$ cat config.mk
export PLATFORM = sky130hd
export DESIGN_NAME = integer_to_radix_string
export DESIGN_NICKNAME = d
export VERILOG_FILES = /design/src/design/itrs_pkg.sv /design/src/design/itrs_seq.sv /design/src/design/itrs_datapath.sv /design/src/design/integer_to_radix_string.sv
export SDC_FILE = /design/constraint.sdc
export NUM_CORES = 1
export LEC_CHECK = 0
export ABC_AREA = 1
export BUFFER_PORTS_ARGS = -buffer_cell sky130_fd_sc_hd__buf_2
export CAP_MARGIN = 25
export CORE_AREA = 2 2 176 178
export DETAILED_ROUTE_END_ITERATION = 8
export DIE_AREA = 0 0 178 180
export MAX_ROUTING_LAYER = met4
export PLACE_DENSITY = 0.66
export SLEW_MARGIN = 5
export SYNTH_ARGS = -nofsm -noshare
export SYNTH_HDL_FRONTEND = slang
export SYNTH_HIERARCHICAL = 1
export SYNTH_SLANG_ARGS = --single-unit
$ cat constraint.sdc
create_clock -name clk -period 14 [get_ports clk]
set_input_delay 2.8 -clock clk [delete_from_list [all_inputs] [get_ports clk]]
set_output_delay 2.8 -clock clk [all_outputs]
set_load 0.005 [all_outputs]
$ cat src/design/itrs_pkg.sv
// Shared types, constants, microcode table and helper functions for the
// integer_to_radix_string block. No dependencies.
package itrs_pkg;

  localparam int DEF_WORD_BITS = 32;
  localparam int STEP_BITS     = 8;

  localparam logic [5:0] RADIX_RESET = 6'd10;
  localparam logic [5:0] RADIX_MIN   = 6'd2;
  localparam logic [5:0] RADIX_MAX   = 6'd36;
  localparam logic [5:0] RADIX_DEC   = 6'd10;
  localparam logic [5:0] DIGIT_MAX   = 6'd9;

  localparam logic [7:0] CH_ZERO   = 8'h30;
  localparam logic [7:0] CH_LETTER = 8'h61;
  localparam logic [7:0] CH_MINUS  = 8'h2D;

  // datapath operations
  localparam logic [2:0] OP_NOP   = 3'd0;
  localparam logic [2:0] OP_LOAD  = 3'd1;
  localparam logic [2:0] OP_DIV   = 3'd2;
  localparam logic [2:0] OP_STORE = 3'd3;
  localparam logic [2:0] OP_SIGN  = 3'd4;
  localparam logic [2:0] OP_READ  = 3'd5;
  localparam logic [2:0] OP_EMIT  = 3'd6;

  // wait kinds: hold the step until the handshake side is ready
  localparam logic [1:0] WT_NONE = 2'd0;
  localparam logic [1:0] WT_IN   = 2'd1;
  localparam logic [1:0] WT_OUT  = 2'd2;

  // jump conditions
  localparam logic [2:0] C_NEVER      = 3'd0;
  localparam logic [2:0] C_ALWAYS     = 3'd1;
  localparam logic [2:0] C_CHUNK_MORE = 3'd2;
  localparam logic [2:0] C_DIGIT_MORE = 3'd3;
  localparam logic [2:0] C_NOT_NEG    = 3'd4;
  localparam logic [2:0] C_CHAR_MORE  = 3'd5;

  // program steps
  localparam logic [2:0] ST_IDLE  = 3'd0;
  localparam logic [2:0] ST_DIV   = 3'd1;
  localparam logic [2:0] ST_STORE = 3'd2;
  localparam logic [2:0] ST_TEST  = 3'd3;
  localparam logic [2:0] ST_SIGN  = 3'd4;
  localparam logic [2:0] ST_READ  = 3'd5;
  localparam logic [2:0] ST_EMIT  = 3'd6;
  localparam logic [2:0] ST_DONE  = 3'd7;

  localparam int PROG_LEN = 8;

  typedef struct packed {
    logic [2:0] op;
    logic [1:0] wt;
    logic [2:0] cond;
    logic [2:0] target;
  } ucode_t;

  localparam ucode_t UCODE [PROG_LEN] = '{
    '{op: OP_LOAD,  wt: WT_IN,   cond: C_NEVER,      target: ST_IDLE},
    '{op: OP_DIV,   wt: WT_NONE, cond: C_CHUNK_MORE, target: ST_DIV},
    '{op: OP_STORE, wt: WT_NONE, cond: C_DIGIT_MORE, target: ST_DIV},
    '{op: OP_NOP,   wt: WT_NONE, cond: C_NOT_NEG,    target: ST_READ},
    '{op: OP_SIGN,  wt: WT_OUT,  cond: C_NEVER,      target: ST_IDLE},
    '{op: OP_READ,  wt: WT_NONE, cond: C_NEVER,      target: ST_IDLE},
    '{op: OP_EMIT,  wt: WT_OUT,  cond: C_CHAR_MORE,  target: ST_READ},
    '{op: OP_NOP,   wt: WT_NONE, cond: C_ALWAYS,     target: ST_IDLE}
  };

  typedef struct packed {
    logic in_ready;
    logic [2:0] op;
  } ctrl_t;

  typedef struct packed {
    logic in_valid;
    logic out_free;
    logic chunk_more;
    logic digit_more;
    logic neg;
    logic char_more;
  } stat_t;

  typedef struct packed {
    logic [5:0] rem;
    logic [7:0] quo;
  } div_res_t;

  // Long division of one byte by the radix, carrying the running remainder.
  function automatic div_res_t div_chunk(input logic [5:0] rem_in, input logic [7:0] bits,
                                         input logic [5:0] rdx);
    logic [6:0] acc;
    div_res_t res;
    acc = {1'b0, rem_in};
    res.quo = '0;
    for (int i = 7; i >= 0; i--) begin
      acc = {acc[5:0], bits[i]};
      if (acc >= {1'b0, rdx}) begin
        acc = acc - {1'b0, rdx};
        res.quo[i] = 1'b1;
      end
    end
    res.rem = acc[5:0];
    return res;
  endfunction

  function automatic logic [7:0] digit_char(input logic [5:0] d);
    logic [7:0] ch;
    if (d > DIGIT_MAX) begin
      ch = {2'b00, d - 6'd10} + CH_LETTER;
    end else begin
      ch = {2'b00, d} + CH_ZERO;
    end
    return ch;
  endfunction

endpackage

$ cat src/design/itrs_seq.sv
// Microcode sequencer: step counter, control ROM from itrs_pkg, wait and
// jump evaluation. Depends on itrs_pkg.
module itrs_seq (
  input  logic            clk,
  input  logic            rst,
  input  itrs_pkg::stat_t stat,
  output itrs_pkg::ctrl_t ctrl
);

  logic [2:0] pc;
  logic [2:0] pc_next;
  itrs_pkg::ucode_t uw;
  logic stall;
  logic take;

  always_comb begin
    uw = itrs_pkg::UCODE[pc];
    stall = ((uw.wt == itrs_pkg::WT_IN) && !stat.in_valid) ||
            ((uw.wt == itrs_pkg::WT_OUT) && !stat.out_free);
    case (uw.cond)
      itrs_pkg::C_NEVER:      take = 1'b0;
      itrs_pkg::C_ALWAYS:     take = 1'b1;
      itrs_pkg::C_CHUNK_MORE: take = stat.chunk_more;
      itrs_pkg::C_DIGIT_MORE: take = stat.digit_more;
      itrs_pkg::C_NOT_NEG:    take = !stat.neg;
      itrs_pkg::C_CHAR_MORE:  take = stat.char_more;
      default:                take = 1'b0;
    endcase
    if (stall) begin
      pc_next = pc;
    end else if (take) begin
      pc_next = uw.target;
    end else begin
      pc_next = pc + 3'd1;
    end
    ctrl.in_ready = (uw.wt == itrs_pkg::WT_IN);
    ctrl.op = stall ? itrs_pkg::OP_NOP : uw.op;
  end

  always_ff @(posedge clk) begin
    if (rst) begin
      pc <= itrs_pkg::ST_IDLE;
    end else begin
      pc <= pc_next;
    end
  end

endmodule

$ cat src/design/itrs_datapath.sv
// Datapath: working quotient, byte-wide radix divider, digit memory and
// output register, all driven by the sequencer's op code. Depends on itrs_pkg.
module itrs_datapath #(
  parameter int WORD_BITS = itrs_pkg::DEF_WORD_BITS
) (
  input  logic                 clk,
  input  logic                 rst,
  input  itrs_pkg::ctrl_t      ctrl,
  input  logic [5:0]           radix,
  input  logic                 in_valid,
  input  logic [WORD_BITS-1:0] in_value,
  output logic                 out_valid,
  input  logic                 out_ready,
  output logic [7:0]           out_char,
  output logic                 out_last,
  output itrs_pkg::stat_t      stat
);

  localparam int CHUNKS = (WORD_BITS + itrs_pkg::STEP_BITS - 1) / itrs_pkg::STEP_BITS;
  localparam int QW     = CHUNKS * itrs_pkg::STEP_BITS;
  localparam int CW     = (CHUNKS > 1) ? $clog2(CHUNKS) : 1;
  localparam int IW     = $clog2(WORD_BITS);
  localparam int CNTW   = $clog2(WORD_BITS + 1);

  logic [QW-1:0]        work;
  logic [5:0]           rem;
  logic [CW-1:0]        chunk;
  logic [CNTW-1:0]      count;
  logic                 neg;
  logic [5:0]           rdata;
  logic [5:0]           mem [WORD_BITS];
  logic [WORD_BITS-1:0] mag;
  logic                 is_neg;
  logic                 out_free;
  itrs_pkg::div_res_t   dres;

  always_comb begin
    is_neg = (radix == itrs_pkg::RADIX_DEC) && in_value[WORD_BITS-1];
    mag = is_neg ? (~in_value + WORD_BITS'(1)) : in_value;
    dres = itrs_pkg::div_chunk(rem, work[QW-1 -: itrs_pkg::STEP_BITS], radix);
    out_free = !out_valid || out_ready;
    stat.in_valid   = in_valid;
    stat.out_free   = out_free;
    stat.chunk_more = (chunk != CW'(CHUNKS - 1));
    stat.digit_more = (work != '0) && (count < CNTW'(WORD_BITS - 1));
    stat.neg        = neg;
    stat.char_more  = (count != CNTW'(1));
  end

  // working registers
  always_ff @(posedge clk) begin
    if (rst) begin
      chunk <= '0;
      count <= '0;
      neg   <= 1'b0;
    end else begin
      case (ctrl.op)
        itrs_pkg::OP_LOAD: begin
          work  <= QW'(mag);
          rem   <= '0;
          chunk <= '0;
          count <= '0;
          neg   <= is_neg;
        end
        itrs_pkg::OP_DIV: begin
          work  <= (work << itrs_pkg::STEP_BITS) | QW'(dres.quo);
          rem   <= dres.rem;
          chunk <= (chunk == CW'(CHUNKS - 1)) ? '0 : chunk + CW'(1);
        end
        itrs_pkg::OP_STORE: begin
          rem   <= '0;
          count <= count + CNTW'(1);
        end
        itrs_pkg::OP_EMIT: begin
          count <= count - CNTW'(1);
        end
        default: begin
        end
      endcase
    end
  end

  // digit memory, least significant digit first
  always_ff @(posedge clk) begin
    if (ctrl.op == itrs_pkg::OP_STORE) begin
      mem[count[IW-1:0]] <= rem;
    end
    if (ctrl.op == itrs_pkg::OP_READ) begin
      rdata <= mem[IW'(count - CNTW'(1))];
    end
  end

  // output register
  always_ff @(posedge clk) begin
    if (rst) begin
      out_valid <= 1'b0;
    end else if ((ctrl.op == itrs_pkg::OP_SIGN) || (ctrl.op == itrs_pkg::OP_EMIT)) begin
      out_valid <= 1'b1;
    end else if (out_ready) begin
      out_valid <= 1'b0;
    end
  end

  always_ff @(posedge clk) begin
    if (ctrl.op == itrs_pkg::OP_SIGN) begin
      out_char <= itrs_pkg::CH_MINUS;
      out_last <= 1'b0;
    end else if (ctrl.op == itrs_pkg::OP_EMIT) begin
      out_char <= itrs_pkg::digit_char(rdata);
      out_last <= (count == CNTW'(1));
    end
  end

endmodule

$ cat src/design/integer_to_radix_string.sv
// Integer to text in a base from 2 to 36, most significant character first.
// Digits come from repeated byte-wide division of the working quotient by the radix,
// carrying the remainder from byte to byte; one item at a time.
// Synchronous active-high reset: sequencer to idle, radix to 10, output empty.
module integer_to_radix_string #(
  parameter int WORD_BITS = itrs_pkg::DEF_WORD_BITS
) (
  input  logic       clk,
  input  logic       rst,
  input  logic       cfg_valid,
  output logic       cfg_ready,
  input  logic [5:0] cfg_data,        // radix
  input  logic       s_axis_tvalid,
  output logic       s_axis_tready,
  // value [WORD_BITS-1:0], zero padding above
  input  logic [((WORD_BITS + 7) / 8) * 8 - 1:0] s_axis_tdata,
  output logic       m_axis_tvalid,
  input  logic       m_axis_tready,
  output logic [7:0] m_axis_tdata,    // text_char [7:0]
  output logic       m_axis_tlast
);

  logic [5:0]      radix;
  logic [5:0]      radix_next;
  itrs_pkg::ctrl_t ctrl;
  itrs_pkg::stat_t stat;

  assign cfg_ready = 1'b1;

  always_comb begin
    radix_next = cfg_data;
    if (cfg_data < itrs_pkg::RADIX_MIN) begin
      radix_next = itrs_pkg::RADIX_MIN;
    end else if (cfg_data > itrs_pkg::RADIX_MAX) begin
      radix_next = itrs_pkg::RADIX_MAX;
    end
  end

  always_ff @(posedge clk) begin
    if (rst) begin
      radix <= itrs_pkg::RADIX_RESET;
    end else if (cfg_valid && cfg_ready) begin
      radix <= radix_next;
    end
  end

  assign s_axis_tready = ctrl.in_ready;

  itrs_seq u_seq (
    .clk  (clk),
    .rst  (rst),
    .stat (stat),
    .ctrl (ctrl)
  );

  itrs_datapath #(
    .WORD_BITS (WORD_BITS)
  ) u_dp (
    .clk       (clk),
    .rst       (rst),
    .ctrl      (ctrl),
    .radix     (radix),
    .in_valid  (s_axis_tvalid),
    .in_value  (s_axis_tdata[WORD_BITS-1:0]),
    .out_valid (m_axis_tvalid),
    .out_ready (m_axis_tready),
    .out_char  (m_axis_tdata),
    .out_last  (m_axis_tlast),
    .stat      (stat)
  );

  // leave idle right after taking a request
  a_busy_after_accept: assert property (@(posedge clk) disable iff (rst)
    (s_axis_tvalid && s_axis_tready) |=> !s_axis_tready)
    else $error("input taken twice in a row");

  a_radix_range: assert property (@(posedge clk) disable iff (rst)
    (radix >= itrs_pkg::RADIX_MIN) && (radix <= itrs_pkg::RADIX_MAX))
    else $error("radix register out of range");

  // never overwrite a character that is still waiting
  a_no_overwrite: assert property (@(posedge clk) disable iff (rst)
    ((ctrl.op == itrs_pkg::OP_EMIT) || (ctrl.op == itrs_pkg::OP_SIGN)) |-> stat.out_free)
    else $error("output register overwritten");

endmodule
Yosys cells after proc, flatten, opt, wreduce, memory -nomap -nowiden
Memory sizes are Yosys's and may differ from the RTL's. A register that Yosys moved wholly into a read port is not among the register bits.
Index checks and enable logic that the tools add are counted.
{ "totals": {"mem_bits_rw": 192, "ff_bits": 66, "n_memories": 2, "word_cells": 116, "out_inout_bits": 12, "rom_bits": 88} }
{ "classes": {"n_reduce_logical": 19, "n_eq_ne": 18, "n_addsub": 16, "n_mux": 34, "n_bitwise": 4, "order_cmp": 13} }
{ "memory_table": {"columns": ["memory", "depth", "width", "rd", "rd_clocked_by_memory_dff", "write_ports", "line", "rtl"], "rows": [
  ["u_dp.mem", 32, 6, 1, 1, 1, "itrs_datapath.sv:31", "logic [5:0] mem [WORD_BITS];"],
  ["(name not given)", 8, 11, 1, 0, 0, "itrs_seq.sv:17", "uw = itrs_pkg::UCODE[pc];"]
]} }
{ "ops": {"columns": ["cell", "n"], "rows": [
  ["$pmux W32 S2", 1],
  ["$mux W6", 10],
  ["$ge A7 B6 Y1", 8],
  ["$sub A6 B6 Y6", 8],
  ["$add A32 B1 Y32 const B", 1],
  ["$mux W32", 1],
  ["$not A32 Y32", 1],
  ["$or A32 B8 Y32", 1],
  ["$reduce_bool A32 Y1", 1],
  ["$mux W11", 2],
  ["$pmux W6 S3", 1],
  ["$eq A3 B3 Y1 const B", 5],
  ["$eq A3 B2 Y1 const B", 4],
  ["$mux W1", 12],
  ["$pmux W6 S2", 1],
  ["$add A6 B7 Y8 const B", 1],
  ["$mux W8", 1],
  ["$add A6 B6 Y7 const B", 1],
  ["$add A6 B1 Y6 const B", 1],
  ["$eq A3 B1 Y1 const B", 2],
  ["$eq A6 B1 Y1 const B", 1],
  ["$eq A6 B4 Y1 const B", 1],
  ["$gt A6 B4 Y1 const B", 1],
  ["$gt A6 B6 Y1 const B", 1],
  ["24 further kinds", 37]
]} }

Logic depth before layout (Yosys ltp)
Gate-level depths: netlist of run 1.
{ "depth": {"word_depth": 18, "ltp_mapped": 90} }

Modules after synthesis
The synthesis of run 1 kept the hierarchy.
{ "by_module_without_submodules": {"columns": ["mod", "instances", "seq_area_each_um2", "cells_per_inst", "area_per_inst_um2"], "rows": [
  ["itrs_datapath", 1, 7467.2, 1439, 14064.7],
  ["itrs_seq", 1, 60.1, 70, 473.0],
  ["integer_to_radix_string", 1, 120.1, 48, 306.5]
]} }

Worst setup path before layout of run 1
Ideal clock, no wire load.
{ "synth_path": {"path_kind": "reg-to-reg", "startpoint": "register radix[1]", "endpoint": "register u_dp.rem[2] (data pin)", "setup_ns": 0.254, "slack_ns": 1.561, "stages_incl_launch_ff": 85, "n_path_buf": 0, "arrival_ns": 12.185, "synth_period_minus_slack_ns": 12.439, "cell_sequence": "dfxtp_1 inv_1 ha_1 nand3_1 nand3_1 nand2_2 nand2_4 o21ai_0 inv_1 ha_1 nand3_1 nand3_1 a21oi_1 nand2_1 inv_2 nand2_4 o21ai_0 ha_1 [... 49 more ...] a221oi_1 inv_1 nor2_2 nand3_1 nand2_1 inv_1 ha_1 a21oi_1 o21ai_0 a21oi_1 nor2_1 nor2_1 o21a_1 inv_1 nor2_2 nand3_1 nand2_1 nor2_1"} }
{ "synth_via": {"elab_chain_len": 17, "word_cells_on_any_way": 25, "cone_classes": "8 x add/sub; 8 x order compare; 9 x mux"} }
{ "synth_rtl": {"columns": ["item", "line", "rtl"], "rows": [
  ["from (decl)", "integer_to_radix_string.sv:23", "logic [5:0] radix;"],
  ["from (signal assigned)", "integer_to_radix_string.sv:41", "radix <= itrs_pkg::RADIX_RESET;"],
  ["from (signal assigned)", "integer_to_radix_string.sv:43", "radix <= radix_next;"],
  ["$sub A6 B6 Y6 or $ge A7 B6 Y1 (tied branches)", "itrs_pkg.sv:99, itrs_pkg.sv:98", null],
  ["$mux W6", "itrs_pkg.sv:98", "if (acc >= {1'b0, rdx}) begin"],
  ["$sub A6 B6 Y6 or $ge A7 B6 Y1 (tied branches)", "itrs_pkg.sv:99, itrs_pkg.sv:98", null],
  ["$mux W6", "itrs_pkg.sv:98", null],
  ["$sub A6 B6 Y6 or $ge A7 B6 Y1 (tied branches)", "itrs_pkg.sv:99, itrs_pkg.sv:98", null],
  ["$mux W6", "itrs_pkg.sv:98", null],
  ["$sub A6 B6 Y6 or $ge A7 B6 Y1 (tied branches)", "itrs_pkg.sv:99, itrs_pkg.sv:98", null],
  ["$mux W6", "itrs_pkg.sv:98", null],
  ["$sub A6 B6 Y6 or $ge A7 B6 Y1 (tied branches)", "itrs_pkg.sv:99, itrs_pkg.sv:98", null],
  ["$mux W6", "itrs_pkg.sv:98", null],
  ["$ge A7 B6 Y1 or $sub A6 B6 Y6 (tied branches)", "itrs_pkg.sv:98, itrs_pkg.sv:99", null],
  ["$mux W6", "itrs_pkg.sv:98", null],
  ["$sub A6 B6 Y6 or $ge A7 B6 Y1 (tied branches)", "itrs_pkg.sv:99, itrs_pkg.sv:98", null],
  ["$mux W6", "itrs_pkg.sv:98", null],
  ["$sub A6 B6 Y6 or $ge A7 B6 Y1 (tied branches)", "itrs_pkg.sv:99, itrs_pkg.sv:98", null],
  ["$mux W6 (*)", "itrs_pkg.sv:98", null],
  ["$pmux W6 S2 (*)", "itrs_datapath.sv:57", "case (ctrl.op)"],
  ["to (signal assigned)", "itrs_datapath.sv:67", "rem <= dres.rem;"],
  ["to (decl)", "itrs_datapath.sv:26", "logic [5:0] rem;"]
]} }
Every way passes the cells marked *; elsewhere a longest branch is shown, timed or not.
A chain may end at the register's enable or synchronous reset.

Worst setup path in the final report of run 1
{ "layout_path": {"startpoint": "register radix[4]", "endpoint": "register u_dp.rem[5] (data pin)"} }
{ "layout_via": {"elab_chain_len": 17, "word_cells_on_any_way": 25, "cone_classes": "8 x add/sub; 8 x order compare; 9 x mux"} }
{ "layout_rtl": {"columns": ["item", "line"], "rows": [
  ["$sub A6 B6 Y6 or $ge A7 B6 Y1 (tied branches)", "itrs_pkg.sv:99, itrs_pkg.sv:98"],
  ["$mux W6", "itrs_pkg.sv:98"],
  ["$sub A6 B6 Y6 or $ge A7 B6 Y1 (tied branches)", "itrs_pkg.sv:99, itrs_pkg.sv:98"],
  ["$mux W6", "itrs_pkg.sv:98"],
  ["$ge A7 B6 Y1 or $sub A6 B6 Y6 (tied branches)", "itrs_pkg.sv:98, itrs_pkg.sv:99"],
  ["$mux W6", "itrs_pkg.sv:98"],
  ["$sub A6 B6 Y6 or $ge A7 B6 Y1 (tied branches)", "itrs_pkg.sv:99, itrs_pkg.sv:98"],
  ["$mux W6", "itrs_pkg.sv:98"],
  ["$sub A6 B6 Y6 or $ge A7 B6 Y1 (tied branches)", "itrs_pkg.sv:99, itrs_pkg.sv:98"],
  ["$mux W6", "itrs_pkg.sv:98"],
  ["$sub A6 B6 Y6 or $ge A7 B6 Y1 (tied branches)", "itrs_pkg.sv:99, itrs_pkg.sv:98"],
  ["$mux W6", "itrs_pkg.sv:98"],
  ["$sub A6 B6 Y6 or $ge A7 B6 Y1 (tied branches)", "itrs_pkg.sv:99, itrs_pkg.sv:98"],
  ["$mux W6", "itrs_pkg.sv:98"],
  ["$sub A6 B6 Y6 or $ge A7 B6 Y1 (tied branches)", "itrs_pkg.sv:99, itrs_pkg.sv:98"],
  ["$mux W6 (*)", "itrs_pkg.sv:98"],
  ["$pmux W6 S2 (*)", "itrs_datapath.sv:57"]
]} }
Marks and branches as above.

==> results of run 1 <==
-- metrics by stage --
step / std cells / cell area (um^2) / util, % / setup TNS [ns]
floorplan: 1557 / 14800 / - / 0
global placement: 1969 / 15500 / 51.4 / 0
detailed placement: 1969 / 15500 / 51.4 / 0
CTS: 2021 / 16400 / 54.4 / 0
global route: 2030 / 16500 / 54.8 / -0.0105
finish: 2030 / 16500 / 54.8 / 0
-- layout make-up --
cell class | instances | share of cell area, %
multi-input cells | 1079 | 38.8
well taps | 396 | 3.00
clock inverters | 16 | 1.03
clock buffers | 36 | 4.42
repair buffers | 81 | 2.90
inverters | 158 | 3.64
flip-flops and latches | 264 | 46.3
-- cells in the mapped netlist (10+ instances only) --
cell type  number  area, um^2
nand2_1       239         897
edfxtp_1      236        7090
nor2_1        225         845
inv_1         147         552
o21ai_0       147         736
nand3_1        68         340
ha_1           67         838
a21oi_1        48         240
xor2_1         48         420
clkbuf_1       45         169
o32ai_1        30         263
dfxtp_1        28         561
o221ai_1       20         175
mux2i_1        19         190
o211ai_1       19         143
xnor2_1        17         149
nand2_2        13        81.3
nor3_1         13        65.1
a31oi_1        10        62.6
nand4_1        10        62.6
-- path summary, 6_finish.rpt --
path | start | depth (start not counted) | endpoint
hold reg to reg | u_dp/out_last$_SDFFE_PN0N_ | 2 | u_dp/out_last$_SDFFE_PN0N_
hold / removal | u_dp/out_last$_SDFFE_PN0N_ | 2 | u_dp/out_last$_SDFFE_PN0N_
setup / recovery | radix[4]$_SDFFE_PP0P_ | 81 | u_dp/rem[5]$_SDFFCE_PP0P_
setup reg to reg | radix[4]$_SDFFE_PP0P_ | 81 | u_dp/rem[5]$_SDFFCE_PP0P_
-- what timing repair did --
item                                    CTS  global route
resized for setup                         0            18
endpoints found under the setup margin    0             7
hold buffers                              0             0
buffers inserted                          0             9
-- kinds of logic (layout without fill, tap and decap cells) --
| logic type | after synthesis | in the layout |
|---|---|---|
| buf+inv | 214 | 291 |
| simple gates | 615 | 615 |
| xor+xnor | 65 | 65 |
| fa+ha+maj | 75 | 75 |
| flops | 264 | 264 |
| compound gates | 304 | 304 |
| mux | 19 | 19 |
| other cells | 1 | 1 |
-- registers in the layout, indices dropped and copies added, names as in the netlist --
register and count:
u_dp/work 32, u_dp/out_last 1, u_dp/mem 192, u_dp/out_char 8, u_dp/chunk 2, radix 6, u_seq/pc 3, u_dp/rem 6
u_dp/rdata 6, u_dp/neg 1, u_dp/count 6, u_dp/out_valid 1
-- per-layer routing --
metal  GRT usage [%]  vias to the layer above  wire, um
li1                -                     5540         -
met2            38.3                      256     17400
met5               -                        -         0
met1            29.0                     5352     15400
met3            2.73                       64      1730
met4            6.13                        0       968
-- tightest hold or removal path, cell delays in order (launching register included) --
cell,delay [ns]
dfxtp_1,0.32
nand2_1,0.05
o21ai_0,0.06
-- cells in the final DEF, fill, tap and decap left out, types with 4 or more instances in the layout --
master / count
mux2i_1: 19
nor4_1: 8
buf_4: 27
inv_2: 8
nand3_1: 68
a21oi_2: 7
a31oi_1: 10
dfxtp_1: 27
o32ai_1: 30
inv_1: 146
o221ai_1: 20
xnor2_1: 17
clkinv_2: 4
nand3_2: 4
o21ai_0: 141
o21bai_1: 4
nor2_2: 6
fa_1: 8
nor2_1: 224
clkinv_1: 7
nand2_1: 239
o21ai_1: 5
nand4_1: 10
edfxtp_1: 236
or2_2: 6
clkbuf_1: 8
nor3_1: 12
nand3_4: 6
nand2_4: 8
a21oi_1: 45
nand2_2: 13
clkbuf_16: 28
buf_2: 53
ha_1: 66
xor2_1: 48
o211ai_1: 19
==> metrics.md, run 1 <==
| Metric | Value |
|---|---|
| Largest net degree at the start of global routing | `66` |
| Top fanout value on the critical path | `10` |
| Hold Crit Class | `register to register` |
| CP startpoint kind | `register` |
| Post-synth EDFFs | `236` |
| Final hold vios | `0` |
| Synth Area in XOR/XNOR | `3.84%` |
| Initial antenna violation count | `0` |
| Tcrit/Tclk final | `91.5%` |
| Crit-path most repeated cell | `nand2_1` |
| Detailed Route WL | `35,500 um` |
| FP Rows | `64` |
| Vias per cell | `5.52` |
| Largest family of logic cells by synthesized area | `simple AND/OR/NAND/NOR gates` |
| Die Area | `32,000 um^2` |
| Reg clk slew, reported paths | `0.06 ns` |
| PnR worst setup slack | `1.19 ns` |
| GP Congestion | `0.912` |
| Worst path top cell family by delay | `compound AO/OA/AOI/OAI gates` |
| Synth Area per Inst | `9.53 um^2` |
| Iter 0 DRT Violations | `917` |
| DR vias | `11,200` |
| Final setup vio count | `0` |
| Sequential area share after synthesis | `51.5%` |
| Prevailing post-synth register cell | `edfxtp_1` |
| Area of the multi-input gates | `6410 um^2` |
| Placement Setup Slack | `0.126 ns` |
| Pins over their slew limit | `0` |
| YS warnings | `6` |
| Core area | `30,200 um^2` |
| Die outline width | `178 um` |
| Compound-cell area share of the yosys netlist | `12.6%` |
| Portion of netlist area occupied by mux cells | `1.28%` |
| Root buffer cell | `clkbuf_16` |
| Largest stage delay on the critical path | `0.39 ns` |
| Crit path capture type | `register` |
| CTS tree | `built` |
| Clock buffer depth | `3` |
| Global route overflow | `0` |
| Min Hold Slack | `0.467 ns` |
| Initial Util | `49.2%` |
| Synthesized Nets | `1,675` |
| Clk Latency, worst-skew pair | `0.56 ns` |
| Post-layout nets | `1,730` |
| DR WL/cell | `17.5 um` |
| Chip height | `180 um` |
| Share of cells above drive strength 1 | `12.0%` |
| DRC | `0` |
| Cells after Synth | `1,557` |
| H-tree depth | `1` |
| Cell Area, Synth | `14,800 um^2` |
| Status | `finished, final reports clean` |
| DP HPWL | `24,400 um` |
| ANT cells | `0` |
| Max Cap Viol | `0` |
| Netlist cell types | `56` |
| Critical Path Slowest Stage Cell | `dfxtp_1` |
| Asr flop ratio synth | `0%` |
| Clk_skew | `0.0325 ns` |
| DRT antenna net count | `0` |
| Io pins | `55` |
| I/O Buffers | `53` |
| Slew HR | `39.5%` |
| Fill cells | `2,662` |
| Drt pass-1 iters | `5` |
| Number of global-route vias before repair | `10,700` |
| Post-synthesis simple-gate area fraction | `18.4%` |
| Sequential cell area | `7650 um^2` |
| Post-Synth Adder-Cell Area | `6.73%` |
| CP required | `14.31 ns` |
| CTS Sinks | `264` |
| Register bit total from synthesis | `264` |
| Fmax | `78.1 MHz` |
| Buffers & Inverters on Critical Path | `12` |
| Fin crit period | `12.81 ns` |
| Layout area overhead | `11.4%` |
| R2R Setup Slk | `1.19 ns` |
| Gr usage total | `22.7%` |
| Crit Path Category | `register to register` |
| TritonCTS Buffers | `28` |
| First-pass GRT wire length | `56,100 um` |
| Slew of the pin with the lowest slew margin | `0.902 ns` |
| Critical path data arrival time | `13.11 ns` |
Power of run 1 is not shown: default switching activity piles up to over one toggle a cycle in this logic, so the estimate is an artifact.
==> inputs of run 2 (changes only) <==
--- a/config.mk
+++ b/config.mk
@@ -5,12 +5,12 @@
 export SDC_FILE = /design/constraint.sdc
 export NUM_CORES = 1
 export LEC_CHECK = 0
-export ABC_AREA = 1
+export ABC_AREA = 0
 export BUFFER_PORTS_ARGS = -buffer_cell sky130_fd_sc_hd__buf_2
 export CAP_MARGIN = 25
-export CORE_AREA = 2 2 176 178
+export CORE_AREA = 2 2 174 176
 export DETAILED_ROUTE_END_ITERATION = 8
-export DIE_AREA = 0 0 178 180
+export DIE_AREA = 0 0 176 178
 export MAX_ROUTING_LAYER = met4
 export PLACE_DENSITY = 0.66
 export SLEW_MARGIN = 5
==> run 2 against run 1 <==
Effect of this change:
- sequential cell count did not move
- cell area rose by 4.1%
- final cell count fell by 17%
- synthesized cell count fell by 25%
- clock-buffer cell count rose by 3
- core utilization rose by 3.8 points
- fmax fell by 6.6%
- first-iteration DRC count fell by 11%
- global-route usage fell by 0.42 points
- clock skew fell by 0.0075 ns
- non-clock buffer count rose by 58
- critical endpoint is now u_dp/rem[0]$_SDFFCE_PP0P_
- via count fell by 12%
==> metrics.md, run 2 <==
| Metric | Value |
|---|---|
| Cts hold-fix bufs | `0 (unchanged)` |
| Cell taking the most area after synthesis | `edfxtp_1 (unchanged)` |
| Most common cell in the netlist | `edfxtp_1 (was nand2_1)` |
| Final setup vio count | `0 (unchanged)` |
| H-tree depth | `1 (unchanged)` |
| Asr flop ratio synth | `0% (unchanged)` |
| Most used routing layer | `met2 (unchanged)` |
| DR WL/cell | `20.1 um (was 17.5 um)` |
| Grt met3 use | `2.64% (was 2.73%)` |
| Synthesized Nets | `1,282 (was 1,675)` |
| Sequential area share after synthesis | `52.5% (was 51.5%)` |
| Largest net degree at the start of global routing | `45 (was 66)` |
| Design area | `17,200 um^2 (was 16,500 um^2)` |
| Top fanout value on the critical path | `6 (was 10)` |
| CTS tree | `built (unchanged)` |
| Core area | `29,400 um^2 (was 30,200 um^2)` |
| Crit Path Category | `register to register (unchanged)` |
| DP HPWL | `23,600 um (was 24,400 um)` |
| Global route overflow | `0 (unchanged)` |
| Detailed Route WL | `34,100 um (was 35,500 um)` |
| Vias per cell | `5.82 (was 5.52)` |
| CP required | `14.24 ns (was 14.31 ns)` |
| M2 GR Usage | `37.1% (was 38.3%)` |
| FP Rows | `63 (was 64)` |
| Pins over their slew limit | `0 (unchanged)` |
| Hold Crit Class | `register to register (unchanged)` |
| Final hold vios | `0 (unchanged)` |
| I/O Buffers | `53 (unchanged)` |
| Fmax | `72.9 MHz (was 78.1 MHz)` |
| Area of the multi-input gates | `7050 um^2 (was 6410 um^2)` |
| GP Congestion | `0.852 (was 0.912)` |
| Layout area overhead | `18.2% (was 11.4%)` |
| Placement Setup Slack | `-0.348 ns (was 0.126 ns)` |
| Unrepaired setup endpoints after global routing | `yes` |
| Fin util | `58.6% (was 54.8%)` |
| Max Cap Viol | `0 (unchanged)` |
| Root buffer cell | `clkbuf_16 (unchanged)` |
| Die outline width | `176 um (was 178 um)` |
| Post-layout nets | `1,403 (was 1,730)` |
| Initial Util | `49.6% (was 49.2%)` |
| Register bit total from synthesis | `264 (unchanged)` |
| Io pins | `55 (unchanged)` |
| Sequential cell area | `7660 um^2 (was 7650 um^2)` |
| DR vias | `9,869 (was 11,200)` |
| Synth Area per Inst | `12.5 um^2 (was 9.53 um^2)` |
| Reg clk slew, reported paths | `0.06 ns (about the same)` |
| Most frequent cells in the layout | `edfxtp_1, nor2_1, nand2_1 (was nand2_1, edfxtp_1, nor2_1)` |
| Largest stage delay on the critical path | `0.43 ns (was 0.39 ns)` |
| Netlist cell types | `86 (was 56)` |
| Prevailing post-synth register cell | `edfxtp_1 (unchanged)` |
| Status | `finished, final reports clean (unchanged)` |
| YS warnings | `6 (unchanged)` |
| Crit path capture type | `register (unchanged)` |
| TritonCTS Buffers | `28 (unchanged)` |
| Die Area | `31,300 um^2 (was 32,000 um^2)` |
| Crit-path most repeated cell | `a21o_1 (was nand2_1)` |
| Post-synth top cells | `edfxtp_1, nor2_1, nand2_1 (was nand2_1, edfxtp_1, nor2_1)` |
| Post-synth top area share | `48.6% (was 47.7%)` |
| Initial antenna violation count | `0 (unchanged)` |
| Post-synth EDFFs | `236 (unchanged)` |
| Fill cells | `2,319 (was 2,662)` |
| CTS Sinks | `264 (unchanged)` |
| ANT cells | `0 (unchanged)` |
| Slew HR | `35.2% (was 39.5%)` |
| Clk_skew | `0.0251 ns (was 0.0325 ns)` |
| Number of global-route vias before repair | `9,530 (was 10,700)` |
| Tcrit/Tclk final | `98.0% (was 91.5%)` |
| Drt pass-1 iters | `5 (unchanged)` |
| Fin crit period | `13.72 ns (was 12.81 ns)` |
| DRC | `0 (unchanged)` |
| Critical path data arrival time | `13.96 ns (was 13.11 ns)` |
| Max reg flops | `192 (unchanged)` |
| Gr usage total | `22.3% (was 22.7%)` |
| First-pass GRT wire length | `52,700 um (was 56,100 um)` |
| CP startpoint kind | `register (unchanged)` |
| Min Hold Slack | `0.448 ns (was 0.467 ns)` |
| DRT antenna net count | `0 (unchanged)` |
| Critical Path Slowest Stage Cell | `or3_4 (was dfxtp_1)` |
| Share of cells above drive strength 1 | `28.7% (was 12.0%)` |
| Chip height | `178 um (was 180 um)` |
| Most common cell after layout, fill and taps aside | `edfxtp_1 (was nand2_1)` |
| Cells after Synth | `1,164 (was 1,557)` |
| Cell Area, Synth | `14,600 um^2 (was 14,800 um^2)` |
| Cell Area, Placed | `15,800 um^2 (was 15,500 um^2)` |
| Clk Latency, worst-skew pair | `0.55 ns (was 0.56 ns)` |
| PnR worst setup slack | `0.283 ns (was 1.19 ns)` |
| Iter 0 DRT Violations | `812 (was 917)` |
| Synth area leaders | `edfxtp_1, mux4_2, ha_1, dfxtp_1, nor2_1 (was edfxtp_1, nand2_1, nor2_1, ha_1, o21ai_0)` |
| Met1 Use GR | `29.0% (about the same)` |
| Slew of the pin with the lowest slew margin | `0.968 ns (was 0.902 ns)` |
| Clock buffer depth | `3 (unchanged)` |
## run 2: changes by cell type in the layout (fill, tap and decap cells not counted), sizes merged, moves of 60 or more
| cell | delta |
|---|---|
| mux4 | +60 |
| o21ai | -80 |
| nand3 | -64 |
| nor2 | -136 |
| inv | -97 |
| nand2 | -165 |
## run 2: critical path: cells and delay by family, from the launching register on
family	cells	cell delay, ns
AOI/OAI and AO/OA	41	7.16
adders and majority gates	8	2.08
buffers and inverters	4	0.32
and+or+nand+nor	14	2.36
muxes	3	1.02
DFF	1	0.42
## run 2: repair_timing
action,in CTS,in global routing
setup buffers,15,16
cloned,0,0
endpoints found under the hold margin,0,0
pin swaps,25,34
setup endpoints to repair,7,7
gates resized for setup,12,61
## run 2: logic make-up after synthesis
family | count (synthesis) | share of synthesized area (%)
compound gates | 228 | 10.4
xor+xnor | 63 | 3.79
fa+ha+maj | 75 | 6.85
buf+inv | 108 | 3.17
flops | 264 | 52.5
mux | 106 | 12.7
other cells | 1 | 0.0257
simple gates | 319 | 10.5
## run 2: final timing paths
check                                      from  cells after the start                       endpoint  slack, ns
setup reg to reg      u_dp/rem[2]$_SDFFCE_PP0P_                     70      u_dp/rem[0]$_SDFFCE_PP0P_       0.28
setup / recovery      u_dp/rem[2]$_SDFFCE_PP0P_                     70      u_dp/rem[0]$_SDFFCE_PP0P_       0.28
hold / removal    u_dp/out_char[7]$_SDFFE_PN0N_                      2  u_dp/out_char[7]$_SDFFE_PN0N_       0.45
hold reg to reg   u_dp/out_char[7]$_SDFFE_PN0N_                      2  u_dp/out_char[7]$_SDFFE_PN0N_       0.45
## run 2: layout make-up
type / count / share of cell area (%)
Tap cell: 390 / 2.83
Sequential cell: 264 / 44.5
Multi-Input combinational cell: 792 / 41.0
Clock buffer: 39 / 4.48
Timing Repair Buffer: 139 / 5.44
Inverter: 60 / 1.33
Clock inverter: 11 / 0.458
## run 2: metal layers
| layer | part of all wire [%] | wire length (um) |
|---|---|---|
| met5 | 0 | 0 |
| met1 | 42 | 14300 |
| met2 | 50 | 17000 |
| met4 | 3.0 | 1040 |
| met3 | 5.1 | 1760 |
## run 2: through the flow
step | TNS, ns | cells
3_5_place_dp | -2.23 | 1613
4_1_cts | 0 | 1678
3_3_place_gp | 0 | 1610
5_1_grt | -2.13 | 1695
2_1_floorplan | -1.10 | 1164
6_report | 0 | 1695
Power of run 2 is left out for the same reason.
==> inputs of run 3 (changes only) <==
--- a/config.mk
+++ b/config.mk
@@ -8,9 +8,9 @@
 export ABC_AREA = 0
 export BUFFER_PORTS_ARGS = -buffer_cell sky130_fd_sc_hd__buf_2
 export CAP_MARGIN = 25
-export CORE_AREA = 2 2 174 176
+export CORE_AREA = 2 2 245 126
 export DETAILED_ROUTE_END_ITERATION = 8
-export DIE_AREA = 0 0 176 178
+export DIE_AREA = 0 0 247 128
 export MAX_ROUTING_LAYER = met4
 export PLACE_DENSITY = 0.66
 export SLEW_MARGIN = 5
==> run 3 against run 2 <==
Effect of this change:
- critical path depth decreased by 2
- register-to-register slack got worse by 0.27 ns
- fmax decreased by 1.9%
- global-route usage increased by 3.3 points
- sequential share of layout area decreased by 0.58 points
- clock skew decreased by 0.013 ns
- via count increased by 5.2%
- clock-buffer cell count decreased by 10
- first-iteration DRC count increased by 39%
- sequential cell count unchanged
- die area increased by 0.92%
- largest cell class unchanged
==> metrics.md, run 3 (synthesis results as in run 2) <==
| Metric | Value |
|---|---|
| First-pass GRT wire length | `58,700 um (was 52,700 um)` |
| CTS tree | `built (unchanged)` |
| Fill cells | `2,367 (was 2,319)` |
| Critical path origin | `u_dp/rem[3]$_SDFFCE_PP0P_ (was u_dp/rem[2]$_SDFFCE_PP0P_)` |
| CP startpoint kind | `register (unchanged)` |
| Clk Latency, worst-skew pair | `0.55 ns (about the same)` |
| CP required | `14.25 ns (was 14.24 ns)` |
| DR WL/cell | `22.5 um (was 20.1 um)` |
| I/O Buffers | `53 (unchanged)` |
| Sequential cell area | `7660 um^2 (about the same)` |
| Largest stage delay on the critical path | `0.44 ns (was 0.43 ns)` |
| Placement Setup Slack | `-0.503 ns (was -0.348 ns)` |
| Number of global-route vias before repair | `9,697 (was 9,530)` |
| FP Rows | `45 (was 63)` |
| ANT cells | `0 (unchanged)` |
| Placed Instances | `1,656 (was 1,613)` |
| Crit-path most repeated cell | `a21o_1 (unchanged)` |
| DP HPWL | `27,800 um (was 23,600 um)` |
| R2R depth | `68 (was 70)` |
| Top fanout value on the critical path | `5 (was 6)` |
| Tcrit/Tclk final | `99.9% (was 98.0%)` |
| Root buffer cell | `clkbuf_16 (unchanged)` |
| Final hold vios | `0 (unchanged)` |
| Layout area overhead | `19.7% (was 18.2%)` |
| Die Area | `31,600 um^2 (was 31,300 um^2)` |
| H-tree depth | `1 (unchanged)` |
| Iter 0 DRT Violations | `1,129 (was 812)` |
| CTS Sinks | `264 (unchanged)` |
| Crit Path Category | `register to register (unchanged)` |
| Final setup vio count | `0 (unchanged)` |
| Final non-filler cell total | `1,736 (was 1,695)` |
| Slew of the pin with the lowest slew margin | `1.04 ns (was 0.968 ns)` |
| Critical Path Slowest Stage Cell | `or3_4 (unchanged)` |
| Crit path capture type | `register (unchanged)` |
| Gr usage total | `25.6% (was 22.3%)` |
| DRT antenna net count | `0 (unchanged)` |
| Share of cells above drive strength 1 | `30.6% (was 28.7%)` |
| Hold Crit Class | `register to register (unchanged)` |
| Die outline width | `247 um (was 176 um)` |
| Area of the multi-input gates | `7070 um^2 (was 7050 um^2)` |
| Clk_skew | `0.0122 ns (was 0.0251 ns)` |
| Status | `finished, final reports clean (unchanged)` |
| Most common cell after layout, fill and taps aside | `edfxtp_1 (unchanged)` |
| TritonCTS Buffers | `25 (was 28)` |
| Initial antenna violation count | `1 (was 0)` |
| Worst Setup EP | `u_dp/rem[0]$_SDFFCE_PP0P_ (unchanged)` |
| Critical path data arrival time | `14.23 ns (was 13.96 ns)` |
| R2R Setup Slk | `0.02 ns (was 0.28 ns)` |
| Slew HR | `30.4% (was 35.2%)` |
| Clock buffer depth | `3 (unchanged)` |
| DR vias | `10,400 (was 9,869)` |
| Pins over their slew limit | `0 (unchanged)` |
| GP Congestion | `0.961 (was 0.852)` |
| Detailed Route WL | `39,100 um (was 34,100 um)` |
| Drt pass-1 iters | `5 (unchanged)` |
| Global route overflow | `0 (unchanged)` |
| PnR worst setup slack | `0.0170 ns (was 0.283 ns)` |
| Max Cap Viol | `0 (unchanged)` |
| Fmax | `71.5 MHz (was 72.9 MHz)` |
| Initial Util | `49.1% (was 49.6%)` |
| Reg2Reg Capture Point | `u_dp/rem[0]$_SDFFCE_PP0P_ (unchanged)` |
| DRC | `0 (unchanged)` |
| Chip height | `128 um (was 178 um)` |
| Io pins | `55 (unchanged)` |
| Reg clk slew, reported paths | `0.06 ns (about the same)` |
| Post-layout nets | `1,440 (was 1,403)` |
| Unrepaired setup endpoints after global routing | `yes (unchanged)` |
| Min Hold Slack | `0.459 ns (was 0.448 ns)` |
| Core area | `29,700 um^2 (was 29,400 um^2)` |
| Max reg flops | `192 (unchanged)` |
| Most frequent cells in the layout | `edfxtp_1, buf_4, nor2_1 (was edfxtp_1, nor2_1, nand2_1)` |
| Largest net degree at the start of global routing | `65 (was 45)` |
| Vias per cell | `5.98 (was 5.82)` |
| Critical R2R Launch | `u_dp/rem[3]$_SDFFCE_PP0P_ (was u_dp/rem[2]$_SDFFCE_PP0P_)` |
| Fin crit period | `13.98 ns (was 13.72 ns)` |
[run 3: cell count changes in the layout (fill, tap and decap cells not counted), sizes merged]
cell / change
clkinvlp: +1
clkinv: -2
bufinv: +1
buf: +39
clkbuf: -9
inv: +2
[run 3: worst min-delay path by stage]
stage	from	end	slack, ns	cells past startpoint
finish	u_dp/out_char[4]$_SDFFE_PN0N_	u_dp/out_char[4]$_SDFFE_PN0N_	0.46	2
global route	u_dp/out_char[7]$_SDFFE_PN0N_	u_dp/out_char[7]$_SDFFE_PN0N_	0.48	2
CTS	u_dp/out_char[7]$_SDFFE_PN0N_	u_dp/out_char[7]$_SDFFE_PN0N_	0.46	2
detailed placement	u_dp/out_char[7]$_SDFFE_PN0N_	u_dp/out_char[7]$_SDFFE_PN0N_	0.45	2
global placement	u_dp/out_char[7]$_SDFFE_PN0N_	u_dp/out_char[7]$_SDFFE_PN0N_	0.44	2
floorplan	radix[3]$_SDFFE_PP1P_	radix[3]$_SDFFE_PP1P_	0.44	2
[run 3: layout make-up]
class / instances / area share, %
multi-input combinational: 792 / 40.6
tap: 399 / 2.86
clock inverter: 13 / 0.560
clock buffer: 29 / 3.67
timing repair buffer: 179 / 7.12
sequential: 264 / 43.9
inverter: 60 / 1.33
[run 3: timing repair]
action | in CTS | in global routing
gates resized for setup | 18 | 63
setup endpoints to repair | 7 | 7
pin swaps | 11 | 38
setup buffers | 15 | 21
hold buffers | 0 | 0
[run 3: worst max-delay path: cells and delay by family (launching register included)]
family	cells	cell delay, ns
AND/OR/NAND/NOR	11	2.10
buffers and inverters	4	0.48
flip-flops	1	0.43
AO/OA/AOI/OAI	39	6.85
adder cells (fa/ha/maj)	8	1.93
multiplexers	6	1.87
[run 3: stage by stage]
stage                     cell area, um^2  util, %  setup TNS (ns)
final                               17400     58.8               0
after global routing                17400     58.8           -3.30
after CTS                           16900     57.0               0
after detailed placement            16000     54.0           -3.41
after global placement              16000     53.9               0
after floorplan                     14800        -           -1.10
[run 3: per-layer routing]
metal / track usage (%) / part of all wire (%)
met5: - / 0
met1: 42.4 / 50
met4: 3.65 / 1.4
met3: 6.82 / 12
met2: 30.8 / 37
Power of run 3 is left out for the same reason.
